### src/hdl/aee_pkg.sv
// aee_pkg: shared types, constants and lookup tables of the envelope evaluator
// no dependencies; used by every module of the block

package aee_pkg;

    // default table depth
    localparam int MAX_POINTS_DEF = 64;

    // field widths
    localparam int BEAT_W  = 32;
    localparam int VALUE_W = 24;
    localparam int CURVE_W = 16;
    localparam int COUNT_W = 7;

    // position within a segment, Q0.16 with room for 1.0
    localparam int T_W      = 17;
    localparam int DIV_STEPS = 16;

    // commands
    localparam logic CMD_WRITE = 1'b0;
    localparam logic CMD_EVAL  = 1'b1;

    // register map
    localparam int          PADDR_W        = 3;
    localparam logic [2:0]  REG_POINT_COUNT = 3'd0;

    // curve limits, Q2.14
    localparam logic signed [CURVE_W-1:0] CURVE_MAX = 16'sd16384;
    localparam logic signed [CURVE_W-1:0] CURVE_MIN = -16'sd16384;

    // main sequencer states
    typedef enum logic [3:0] {
        ST_IDLE,
        ST_FIRST,
        ST_LAST,
        ST_SRCH,
        ST_CLAMP,
        ST_RD0,
        ST_RD1,
        ST_DIV,
        ST_SHAPE_GO,
        ST_SHAPE,
        ST_MUL,
        ST_ADD,
        ST_OUT
    } aee_state_t;

    // shaper states
    typedef enum logic [2:0] {
        SH_IDLE,
        SH_LOG,
        SH_MUL,
        SH_EXP,
        SH_DONE
    } aee_sh_state_t;

    typedef logic [16:0] tab_t [256];

    // integer square root
    function automatic longint unsigned isqrt64(longint unsigned v);
        longint unsigned r;
        longint unsigned b;
        longint unsigned x;
        x = v;
        r = 0;
        b = 64'd1 << 62;
        while (b > x) b = b >> 2;
        while (b != 0) begin
            if (x >= r + b) begin
                x = x - (r + b);
                r = (r >> 1) + b;
            end else begin
                r = r >> 1;
            end
            b = b >> 2;
        end
        return r;
    endfunction

    // log2(1+k/256) in Q0.16 by repeated squaring
    function automatic tab_t build_log_tab();
        tab_t            tab;
        longint unsigned x;
        logic [16:0]     r;
        for (int k = 0; k < 256; k++) begin
            x = (64'd1 << 30) + (64'(k) << 22);
            r = '0;
            for (int i = 1; i <= 16; i++) begin
                x = (x * x) >> 30;
                if (x >= (64'd2 << 30)) begin
                    x = x >> 1;
                    r = r | (17'd1 << (16 - i));
                end
            end
            tab[k] = r;
        end
        return tab;
    endfunction

    // 2^(k/256) in Q1.16 from products of square roots of two
    function automatic tab_t build_exp_tab();
        tab_t            tab;
        longint unsigned roots [8];
        longint unsigned acc;
        longint unsigned one;
        one = 64'd1 << 30;
        roots[0] = isqrt64(64'd1 << 61);
        for (int j = 1; j < 8; j++) roots[j] = isqrt64(roots[j-1] << 30);
        for (int k = 0; k < 256; k++) begin
            acc = one;
            for (int j = 0; j < 8; j++) begin
                if (((k >> (7 - j)) & 1) != 0) acc = (acc * roots[j] + (one >> 1)) >> 30;
            end
            tab[k] = 17'((acc + (64'd1 << 13)) >> 14);
        end
        return tab;
    endfunction

    localparam tab_t LOG_TAB = build_log_tab();
    localparam tab_t EXP_TAB = build_exp_tab();

    // log2 of a normalized mantissa (top bit set), fraction in Q0.16
    function automatic logic [16:0] log_interp(logic [15:0] n);
        logic [7:0]  k;
        logic [16:0] l0;
        logic [16:0] l1;
        logic [23:0] prod;
        k    = n[14:7];
        l0   = LOG_TAB[k];
        l1   = (k == 8'd255) ? 17'd65536 : LOG_TAB[8'(k + 8'd1)];
        prod = 24'(l1 - l0) * 24'(n[6:0]);
        return 17'(l0 + 17'(prod >> 7));
    endfunction

    // 2^(f/65536) in Q1.16 for a fraction f
    function automatic logic [17:0] exp_interp(logic [15:0] f);
        logic [7:0]  k;
        logic [17:0] e0;
        logic [17:0] e1;
        logic [25:0] prod;
        k    = f[15:8];
        e0   = {1'b0, EXP_TAB[k]};
        e1   = (k == 8'd255) ? 18'd131072 : {1'b0, EXP_TAB[8'(k + 8'd1)]};
        prod = 26'(e1 - e0) * 26'(f[7:0]);
        return 18'(e0 + 18'(prod >> 8));
    endfunction

endpackage

### src/hdl/aee_div.sv
// aee_div: bit-serial restoring divider giving the segment position t
// depends on aee_pkg

module aee_div
    import aee_pkg::*;
(
    input  logic        clk,
    input  logic        rst_n,
    input  logic        start,
    input  logic [31:0] num,
    input  logic [31:0] den,
    output logic        done,
    output logic [15:0] quo
);

    localparam int CNT_W = $clog2(DIV_STEPS + 1);

    logic [31:0]      rem_reg, rem_next;
    logic [31:0]      den_reg;
    logic [15:0]      quo_reg, quo_next;
    logic [CNT_W-1:0] cnt_reg, cnt_next;
    logic             busy_reg, busy_next;
    logic             done_reg, done_next;
    logic [32:0]      rem2;
    logic             fits;

    // one quotient bit per cycle while busy
    always_comb
    begin
        rem2      = {rem_reg, 1'b0};
        fits      = rem2 >= {1'b0, den_reg};
        rem_next  = rem_reg;
        quo_next  = quo_reg;
        cnt_next  = cnt_reg;
        busy_next = busy_reg;
        done_next = 1'b0;
        if (start)
        begin
            rem_next  = num;
            quo_next  = '0;
            cnt_next  = '0;
            busy_next = 1'b1;
        end
        else if (busy_reg)
        begin
            rem_next = fits ? 32'(rem2 - {1'b0, den_reg}) : rem2[31:0];
            quo_next = {quo_reg[14:0], fits};
            cnt_next = CNT_W'(cnt_reg + 1'b1);
            if (cnt_reg == CNT_W'(DIV_STEPS - 1))
            begin
                busy_next = 1'b0;
                done_next = 1'b1;
            end
        end
    end

    // control state
    always_ff @(posedge clk or negedge rst_n)
    begin
        if (!rst_n)
        begin
            busy_reg <= 1'b0;
            done_reg <= 1'b0;
            cnt_reg  <= '0;
        end
        else
        begin
            busy_reg <= busy_next;
            done_reg <= done_next;
            cnt_reg  <= cnt_next;
        end
    end

    // datapath
    always_ff @(posedge clk)
    begin
        rem_reg <= rem_next;
        quo_reg <= quo_next;
        if (start)
        begin
            den_reg <= den;
        end
    end

    assign done = done_reg;
    assign quo  = quo_reg;

endmodule

### config.mk
export PLATFORM = sky130hd
export DESIGN_NAME = aee_div
export DESIGN_NICKNAME = d
export VERILOG_FILES = /design/src/hdl/aee_pkg.sv /design/src/hdl/aee_div.sv
export SDC_FILE = /design/constraint.sdc
export NUM_CORES = 1
export LEC_CHECK = 0
export BUFFER_PORTS_ARGS = -buffer_cell sky130_fd_sc_hd__buf_2
export CAP_MARGIN = 0
export CORE_ASPECT_RATIO = 1.5
export CORE_MARGIN = 2
export CORE_UTILIZATION = 45
export CTS_CLUSTER_DIAMETER = 200
export DETAILED_ROUTE_END_ITERATION = 12
export GPL_ROUTABILITY_DRIVEN = 0
export GPL_TIMING_DRIVEN = 0
export MAX_ROUTING_LAYER = met4
export PLACE_DENSITY = 0.66
export SYNTH_ARGS = -nofsm -noshare
export SYNTH_HDL_FRONTEND = slang
export SYNTH_SLANG_ARGS = --single-unit
### constraint.sdc
create_clock -name clk -period 5.25 [get_ports clk]
set_input_delay 0.2625 -clock clk [delete_from_list [all_inputs] [get_ports clk]]
set_output_delay 0.2625 -clock clk [all_outputs]
set_load 0.02 [all_outputs]
==> metrics.csv, run 1 <==
stage,metric,value,unit
outcome,status,"finished, final reports clean",
timing,fin_skew,8.63,ps
clock_network,cts_tree,yes,
worst_hold_path,hp-start,den[22],
timing,rsz0062_at_grt,false,
floorplan,die_h,138,um
cells_and_area,syn_to_final_growth,17.2,%
drt,wl_per_cell,16.6,um
timing,period_needed,3310,ps
setup_path,ff2ff_setup_slack,1940,ps
synthesis,avgSynthCellArea,10.0,um^2
setup_path,crit_path_start_kind,flip-flop,
clock_network,cts_inserted_buffers,9,
clock_network,htree_levels,3,
synthesis,synth_common_cells,"edfxtp_1 (64), nand2_1 (44), nor2_1 (43)",
setup_path,cp_slowest_cell,a311oi_1,
timing,holdWs,87.7,ps
timing,slew_headroom,40.5,%
synthesis,synth_cells,537,
synthesis,synth_area,5390,um^2
setup_path,cp_cell_sequence,"ha_1, a21o_1, a21oi_1, o21ai_1, a31oi_2, o21ai_0, a311oi_1, o21ai_0, xnor2_1, o221ai_1",
clock_network,cts_root_buffer,clkbuf_16,
timing,fin_crit_sh,63.1,%
drt,ant_nets,0,
floorplan,dieArea,12900,um^2
drt,vias_per_cell,5.48,
global_routing,grt_overflow,0,
synthesis,synth_seq_area_share,44.9,%
place,pre_cts_ws,2000,ps
clock_network,clock_path_buffers,2,
setup_path,path_common_cell,o21ai_0,
power_and_ir_drop,p_leak,2.99,nW
synthesis,yosysTopAreaCellShare,35.7,%
setup_path,r2r-start,rem_reg[2],
global_routing,grt_pass1_wl,21200,um
synthesis,synthFlopType,edfxtp_1,
cells_and_area,final_area,6310,um^2
cells_and_area,nFillCells,1071,
synthesis,yosys-top-cells-area,"edfxtp_1 (36%), ha_1 (7.9%), mux2i_1 (6.9%)",
setup_path,reg2reg_depth,10,
clock_network,cts_resized,0,
worst_hold_path,worstHoldPathType,input port to flip-flop,
setup_path,cp-end-kind,flip-flop,
global_routing,grt_util_all_layers,21.6,%
global_routing,grt_pass1_vias,4499,
power_and_ir_drop,p_total,0.00369,W
power_and_ir_drop,vdd_drop_max,267,uV
synthesis,yosys.area.top_type,edfxtp_1,
floorplan,design.portCount,84,
drt,drtPass1Iterations,4,
synthesis,synth_nets,639,
place,hpwlAfterDp,9630,um
synthesis,synthArstFlopShare,8.05,%
timing,final.setup.tns,0,ps
drt,via_count,4314,
synthesis,synth_edf_count,64,
setup_path,cp_max_fo,5,
floorplan,die_w,93.3,um
timing,setup_viol,0,
timing,fmax,302,MHz
global_routing,antenna_found_initial,0,
clock_network,cts.clk_slew.worst_paths,70,ps
drt,first_iter_violations,229,
setup_path,critical_path_class,flip-flop to flip-flop,
clock_network,clock_latency,340,ps
clock_network,cts.sinks,87,
floorplan,placementRows,48,
power_and_ir_drop,powerDensity,584,nW/um^2
synthesis,synth-seq-cells,87,
place,io_buffers,83,
timing,slew_viol_final,0,
timing,finalHoldViolations,0,
run,max-cap-violations,0,
drt,wl,13100,um
cells_and_area,layout-drive-gt1-share,18.2,%
drt,drcViolationCount,0,
setup_path,r2r-end,rem_reg[23],
worst_hold_path,whs_endpoint,den_reg[22],
setup_path,required,5320,ps
place,placed_area,5990,um^2
cells_and_area,antenna_cells,0,
worst_hold_path,min_path_cells,1,
synthesis,synth.distinct_cells,59,
setup_path,cp_data_arrival_time,3380,ps
timing,worst_slack,1940,ps
floorplan,core,11600,um^2
floorplan,start_util,46.5,%
synthesis,ys_warn_count,0,
cells_and_area,nets,734,
synthesis,synth.most_common_cell,edfxtp_1,
global_routing,grt_max_degree,36,
timing,worstMarginPinSlew,893,ps
setup_path,crit_path_max_incr_delay,640,ps
repair_timing:
item	in CTS	in global routing
hold buffers	1	0
endpoints found under the setup margin	0	0
hold endpoints to repair	7	0
setup buffers	0	0
logic make-up after synthesis:
| group | Yosys count | synth area share (%) |
|---|---|---|
| xor gates and xnor gates | 30 | 4.88 |
| DFF | 87 | 44.9 |
| buffers and inverters | 67 | 5.16 |
| and+or+nand+nor | 136 | 11.7 |
| muxes | 39 | 7.29 |
| AOI/OAI and AO/OA | 143 | 17.8 |
| adders and majority gates | 35 | 8.27 |
report_power, final:
group | internal, W | switching, W
Clock | 0.000400 | 0.000287
Sequential | 0.000944 | 0.0000877
Combinational | 0.000856 | 0.00111
cell type report:
type	count	area (um^2)	area share, %
plain buffers	25	120	1.90
clock buffers	10	250	3.96
clock inverters	6	63.8	1.01
inverters	42	158	2.50
multi-input cells	383	2690	42.6
flip-flops and latches	87	2420	38.3
well taps	150	188	2.97
repair buffers	84	425	6.74
worst max-delay path by stage:
| stage | depth (start not counted) | end | slack [ps] | startpoint |
|---|---|---|---|---|
| global placement | 11 | rem_reg[13] | 2020 | rem_reg[2] |
| global route | 11 | rem_reg[13] | 1740 | rem_reg[2] |
| floorplan | 12 | rem_reg[1] | 2450 | rem_reg[9] |
| finish | 10 | rem_reg[23] | 1940 | rem_reg[2] |
| CTS | 11 | rem_reg[13] | 1980 | rem_reg[2] |
| detailed placement | 11 | rem_reg[13] | 2000 | rem_reg[2] |
through the flow:
stage	instances	util, %
after floorplan	537	-
after global placement	770	51.7
after detailed placement	770	51.7
after CTS	787	54.5
after global routing	787	54.5
final	787	54.5
layer usage:
metal | vias up | GRT usage, % | routed length, um
met5 | - | - | 0
met4 | 0 | 9.48 | 405
met3 | 29 | 3.04 | 514
met2 | 114 | 38.1 | 6820
met1 | 2043 | 24.2 | 5320
li1 | 2128 | - | -
cell usage in the layout (no fill, tap or decap), types with 3 or more instances in the layout:
cell	n
buf_4	3
dfrtp_1	7
dfxtp_1	16
mux2i_1	37
o311ai_0	4
nor2_1	43
nor2b_1	6
xnor2_1	19
nand2_1	44
a31oi_1	3
a21o_1	25
o31ai_1	4
a21oi_1	31
buf_2	83
o21ai_1	6
xor2_1	11
o21ai_0	32
clkbuf_16	10
nand4_1	4
and3_1	7
inv_1	42
nand3b_1	3
clkbuf_1	18
o21bai_1	6
edfxtp_1	64
or2_2	4
a211oi_1	6
nor3_1	5
nand3_1	11
ha_1	34
critical path: cells and delay by family, from the launching register on:
kind | cells | cell delay (ps)
DFF | 1 | 400
AOI/OAI and AO/OA | 8 | 2060
adders and majority gates | 1 | 380
xor gates and xnor gates | 1 | 200
Note: power is estimated with default switching activity, not from simulation.
==> run 2: changes to the inputs <==
- PLACE_DENSITY: 0.66 -> 0.68
- clock period: 5.25 -> 3 ns (I/O delays scaled with it)
==> run 2 against run 1 <==
Die area is the same; wire length grew 6.0%; fmax grew 12%; clock power grew 66%; clock skew grew 1.6 ps; sequential share of layout area shrank 3.7 points.
==> metrics.csv, run 2 (same netlist as run 1, synthesis figures left out) <==
stage,metric,value,unit,change
outcome,status,"finished, final reports clean",,
floorplan,die_w,93.3,um,unchanged
global_routing,grtUsageMet3,3.42,%,+0.38 points
cells_and_area,multi_input_area,2880,um^2,+7.0%
setup_path,worst-path-buf-inv,2,,+2
global_routing,grt_max_degree,36,,unchanged
cells_and_area,syn_to_final_growth,29.8,%,
setup_path,critical_path_class,flip-flop to flip-flop,,
drt,wl_per_cell,16.6,um,+0.30%
cells_and_area,nets,779,,+6.1%
place,placed_cells,770,,unchanged
clock_network,clock_latency,340,ps,about the same
cells_and_area,antenna_cells,0,,unchanged
clock_network,cts_root_buffer,clkbuf_16,,
global_routing,busiest_layer,met2,,
setup_path,cp_data_arrival_time,3000,ps,-380 ps
clock_network,htree_levels,3,,unchanged
cells_and_area,regArea,2420,um^2,unchanged
timing,worstMarginPinSlew,862,ps,-31.4 ps
cells_and_area,nFillCells,996,,-7.0%
global_routing,antenna_found_initial,0,,unchanged
drt,drtPass1Iterations,4,,unchanged
timing,finalHoldViolations,0,,unchanged
timing,slew_headroom,42.5,%,+2.1 points
timing,worst_slack,52.3,ps,-1890 ps
global_routing,grtUsageMet1,23.8,%,-0.39 points
timing,slew_viol_final,0,,unchanged
global_routing,grt_util_all_layers,22.2,%,+0.68 points
setup_path,cp_slowest_cell,edfxtp_1,,
cells_and_area,layout-drive-gt1-share,23.5,%,+5.3 points
cells_and_area,final_area,6990,um^2,+11%
clock_network,cts.clk_slew.worst_paths,70,ps,about the same
worst_hold_path,worstHoldPathType,input port to flip-flop,,
floorplan,placementRows,48,,unchanged
timing,setup_viol,0,,unchanged
power_and_ir_drop,p_leak,3.23,nW,+8.0%
global_routing,grt_util_met2,39.5,%,+1.4 points
drt,first_iter_violations,224,,-2.2%
clock_network,clock_path_buffers,2,,unchanged
floorplan,core,11600,um^2,unchanged
drt,vias_per_cell,5.45,,-0.50%
floorplan,die_h,138,um,unchanged
drt,via_count,4538,,+5.2%
drt,ant_nets,0,,unchanged
power_and_ir_drop,p_total,0.00725,W,+97%
clock_network,cts_tree,yes,,
timing,fin_skew,10.3,ps,+1.62 ps
place,hpwlAfterDp,9780,um,+1.5%
place,pre_cts_ws,-221,ps,-2220 ps
cells_and_area,instances_no_fill,832,,+5.7%
cells_and_area,most-common-layout-cells,"buf_2 (83), edfxtp_1 (64), nand2_1 (44), nor2_1 (43), inv_1 (39)",,
setup_path,cp_max_fo,5,,unchanged
global_routing,grt_pass1_vias,4694,,+4.3%
drt,drcViolationCount,0,,unchanged
floorplan,design.portCount,84,,unchanged
timing,fmax,339,MHz,+12%
global_routing,grt_pass1_wl,21700,um,+2.5%
setup_path,cp-end-kind,flip-flop,,
setup_path,crit_path_start_kind,flip-flop,,
timing,fin_crit_sh,98.3,%,+35 points
timing,period_needed,2950,ps,-364 ps
clock_network,cts.sinks,87,,unchanged
drt,wl,13800,um,+6.0%
global_routing,grt_overflow,0,,unchanged
setup_path,cp_cell_sequence,"ha_4, a21o_1, a21oi_1, o21ai_2, a31oi_2, buf_4, buf_4, o21ai_2, a311oi_2, o21ai_0, xnor2_1, o221ai_1",,
floorplan,dieArea,12900,um^2,unchanged
place,io_buffers,83,,unchanged
setup_path,ff2ff_setup_slack,50,ps,-1890 ps
clock_network,cts_inserted_buffers,9,,unchanged
place,placed_area,5990,um^2,unchanged
setup_path,crit_path_max_incr_delay,440,ps,-200 ps
power_and_ir_drop,vdd_drop_max,457,uV,+71%
floorplan,start_util,46.5,%,unchanged
setup_path,required,3050,ps,-2270 ps
run,max-cap-violations,0,,unchanged
cells_and_area,final_common_cell,buf_2,,
power_and_ir_drop,powerDensity,1040,nW/um^2,+77%
setup_path,path_delay_family,compound AO/OA/AOI/OAI gates,,
run 2: worst min-delay path: stages:
cell and delay, ps:
buf_2 70, nand2_1 40, o21ai_0 60
run 2: report_power, final:
part           switching [W]  internal (W)
clock network       0.000477      0.000663
logic                0.00217       0.00209
registers           0.000189       0.00166
total                0.00284       0.00441
run 2: path summary, 6_finish.rpt:
check | start | end | cells after the start
worst max-delay path | rem_reg[2] | rem_reg[25] | 12
worst min-delay path | num[9] | rem_reg[9] | 3
worst max register to register | rem_reg[2] | rem_reg[25] | 12
worst min register to register | quo[7] | quo[7] | 2
max in group asynchronous | rst_n | cnt_reg[4] | 2
min in group asynchronous | rst_n | cnt_reg[1] | 2
run 2: per-layer routing:
layer  routed length (um)  vias to the layer above
met3                  627                       30
met4                  473                        0
met1                 5420                     2139
met2                 7330                      145
li1                     -                     2224
met5                    0                        -
run 2: what timing repair did:
| item | CTS | global route |
|---|---|---|
| pin swaps | 7 | 14 |
| endpoints found under the setup margin | 32 | 32 |
| hold endpoints to repair | 39 | 0 |
| hold buffers | 33 | 0 |
| cloned | 2 | 0 |
| setup buffers | 11 | 7 |
| resized for setup | 20 | 25 |
run 2: cell type report:
type                            instances  area share [%]
Multi-Input combinational cell        383            41.2
Sequential cell                        87            34.6
Timing Repair Buffer                  135            13.3
Clock buffer                           13            4.03
Tap cell                              150            2.68
Inverter                               42            2.25
Buffer                                 19            1.61
Clock inverter                          3           0.322
run 2: stage by stage:
stage	setup TNS (ps)	hold WS (ps)	utilization [%]
after floorplan	0	-146	-
after global placement	-4340	-15.2	51.7
after detailed placement	-5530	-7.60	51.7
after CTS	0	88.1	59.3
after global routing	-6.36	93.7	60.3
final	0	92.7	60.3
==> run 3: changes to the inputs <==
- PLACE_DENSITY: 0.68 -> 0.66
- clock period: 3 -> 3.03 ns (I/O delays scaled with it)
==> run 3 against run 2 <==
Clock-buffer cell count shrank 3; sequential share of layout area is essentially flat; core utilization down 0.065 points; clock power up 4%; wire length hardly changed; combinational power barely moved; global-route usage about the same; critical path type unchanged; critical endpoint is now rem_reg[13].
==> metrics.csv, run 3 (same netlist as run 1, synthesis figures left out) <==
stage,metric,value,unit,change
clock_network,clock_latency,340,ps,about the same
timing,finalHoldViolations,0,,unchanged
cells_and_area,most-common-layout-cells,"buf_2 (83), edfxtp_1 (64), nand2_1 (44), nor2_1 (43), inv_1 (41)",,
floorplan,die_h,138,um,unchanged
clock_network,cts.clk_slew.worst_paths,70,ps,about the same
floorplan,design.portCount,84,,unchanged
global_routing,grt_pass1_vias,4720,,+0.55%
setup_path,crit_path_max_incr_delay,370,ps,-70 ps
drt,drtPass1Iterations,4,,unchanged
setup_path,critical_path_class,flip-flop to flip-flop,,
timing,slew_viol_final,0,,unchanged
floorplan,die_w,93.3,um,unchanged
global_routing,antenna_found_initial,0,,unchanged
drt,via_count,4620,,+1.8%
setup_path,cp-end-kind,flip-flop,,
timing,fmax,338,MHz,-0.45%
place,placed_cells,770,,unchanged
place,io_buffers,83,,unchanged
cells_and_area,finish.utilization,60.3,%,-0.065 points
drt,ant_nets,0,,unchanged
setup_path,path_delay_family,compound AO/OA/AOI/OAI gates,,
cells_and_area,layout-drive-gt1-share,23.8,%,+0.30 points
cells_and_area,multi_input_area,2830,um^2,-1.9%
power_and_ir_drop,p_leak,3.24,nW,+0.48%
cells_and_area,nFillCells,1002,,+0.60%
setup_path,cp_cell_sequence,"inv_1, ha_2, a211oi_1, o21ai_2, a31oi_4, o21bai_2, a211o_1, o21ai_4, buf_6, buf_12, mux2i_2, o21ai_1",,
power_and_ir_drop,vdd_drop_max,492,uV,+7.7%
cells_and_area,regArea,2420,um^2,unchanged
drt,first_iter_violations,332,,+48%
clock_network,clock_path_buffers,2,,unchanged
setup_path,crit_path_start_kind,flip-flop,,
timing,slew_headroom,40.0,%,-2.5 points
drt,drcViolationCount,0,,unchanged
clock_network,cts_root_buffer,clkbuf_16,,
cells_and_area,nets,783,,+0.51%
drt,wl,13800,um,about the same
clock_network,htree_levels,3,,unchanged
global_routing,grt_util_all_layers,22.3,%,about the same
place,hpwlAfterDp,9630,um,-1.4%
setup_path,cp_max_fo,6,,+1
setup_path,cp_slowest_cell,edfxtp_1,,
clock_network,cts.sinks,87,,unchanged
timing,period_needed,2960,ps,+13.4 ps
setup_path,cp_data_arrival_time,3040,ps,+40 ps
floorplan,dieArea,12900,um^2,unchanged
floorplan,core,11600,um^2,unchanged
outcome,status,"finished, final reports clean",,
power_and_ir_drop,p_total,0.00729,W,+0.48%
drt,wl_per_cell,16.6,um,-0.52%
timing,fin_skew,6.40,ps,-3.86 ps
cells_and_area,instances_no_fill,836,,+0.48%
floorplan,start_util,46.5,%,unchanged
drt,vias_per_cell,5.53,,+1.3%
timing,fin_crit_sh,97.7,%,-0.53 points
clock_network,cts_inserted_buffers,9,,unchanged
floorplan,placementRows,48,,unchanged
cells_and_area,antenna_cells,0,,unchanged
worst_hold_path,worstHoldPathType,input port to flip-flop,,
clock_network,cts_tree,yes,,
cells_and_area,final_common_cell,buf_2,,
global_routing,grt_pass1_wl,21900,um,+0.70%
timing,holdWs,94.2,ps,+1.53 ps
setup_path,required,3100,ps,+50 ps
setup_path,worst-path-buf-inv,3,,+1
timing,worstMarginPinSlew,899,ps,+37.7 ps
timing,setup_viol,0,,unchanged
global_routing,grt_max_degree,36,,unchanged
run,max-cap-violations,0,,unchanged
power_and_ir_drop,powerDensity,1040,nW/um^2,+0.59%
cells_and_area,syn_to_final_growth,29.7,%,
global_routing,grt_overflow,0,,unchanged
-- run 3: layout make-up --
cell class / count / share of cell area (%)
Clock inverter: 6 / 0.913
Timing Repair Buffer: 137 / 13.7
Clock buffer: 10 / 3.58
Inverter: 42 / 2.26
Multi-Input combinational cell: 383 / 40.5
Tap cell: 150 / 2.69
Buffer: 21 / 1.79
Sequential cell: 87 / 34.6
-- run 3: routing by layer --
metal | global-route usage [%] | routed length (um)
met1 | 24.7 | 5510
met2 | 39.5 | 7260
met3 | 2.93 | 615
met4 | 10.4 | 448
met5 | - | 0
-- run 3: final timing paths --
check | cells past startpoint | endpoint | from | slack (ps)
max | 12 | rem_reg[13] | den_reg[8] | 70
min | 3 | rem_reg[9] | num[9] | 90
max reg2reg | 12 | rem_reg[13] | den_reg[8] | 70
min reg2reg | 2 | quo[15] | quo[15] | 510
max in group asynchronous | 2 | cnt_reg[1] | rst_n | 2700
min in group asynchronous | 2 | busy_reg | rst_n | 170
-- run 3: power breakdown --
| part | leakage, nW | switching, W | internal [W] |
|---|---|---|---|
| clock network | 0.159 | 0.000497 | 0.000694 |
| logic | 2.20 | 0.00221 | 0.00208 |
| registers | 0.881 | 0.000162 | 0.00164 |
| total | 3.24 | 0.00287 | 0.00442 |
-- run 3: worst reg2reg max path, delay by kind of cell (launching register included) --
kind / cells / cell delay [ps]
mux: 1 / 220
buf+inv: 3 / 350
flops: 1 / 370
fa+ha+maj: 1 / 310
compound gates: 7 / 1450
-- run 3: through the flow --
step / cell area, um^2 / setup slack, ps / TNS (ps)
after detailed placement: 5990 / -224 / -5200
after floorplan: 5390 / 229 / 0
after global routing: 6990 / -81.8 / -1570
after CTS: 6760 / 8.69 / 0
final: 6990 / 68.9 / 0
after global placement: 5990 / -197 / -3380
-- run 3: timing repair --
action	in CTS	in global routing
cloned	0	1
endpoints found under the setup margin	32	32
endpoints found under the hold margin	39	0
hold buffers	33	0
buffers inserted	8	12
gates resized for setup	16	35
pin swaps	7	11
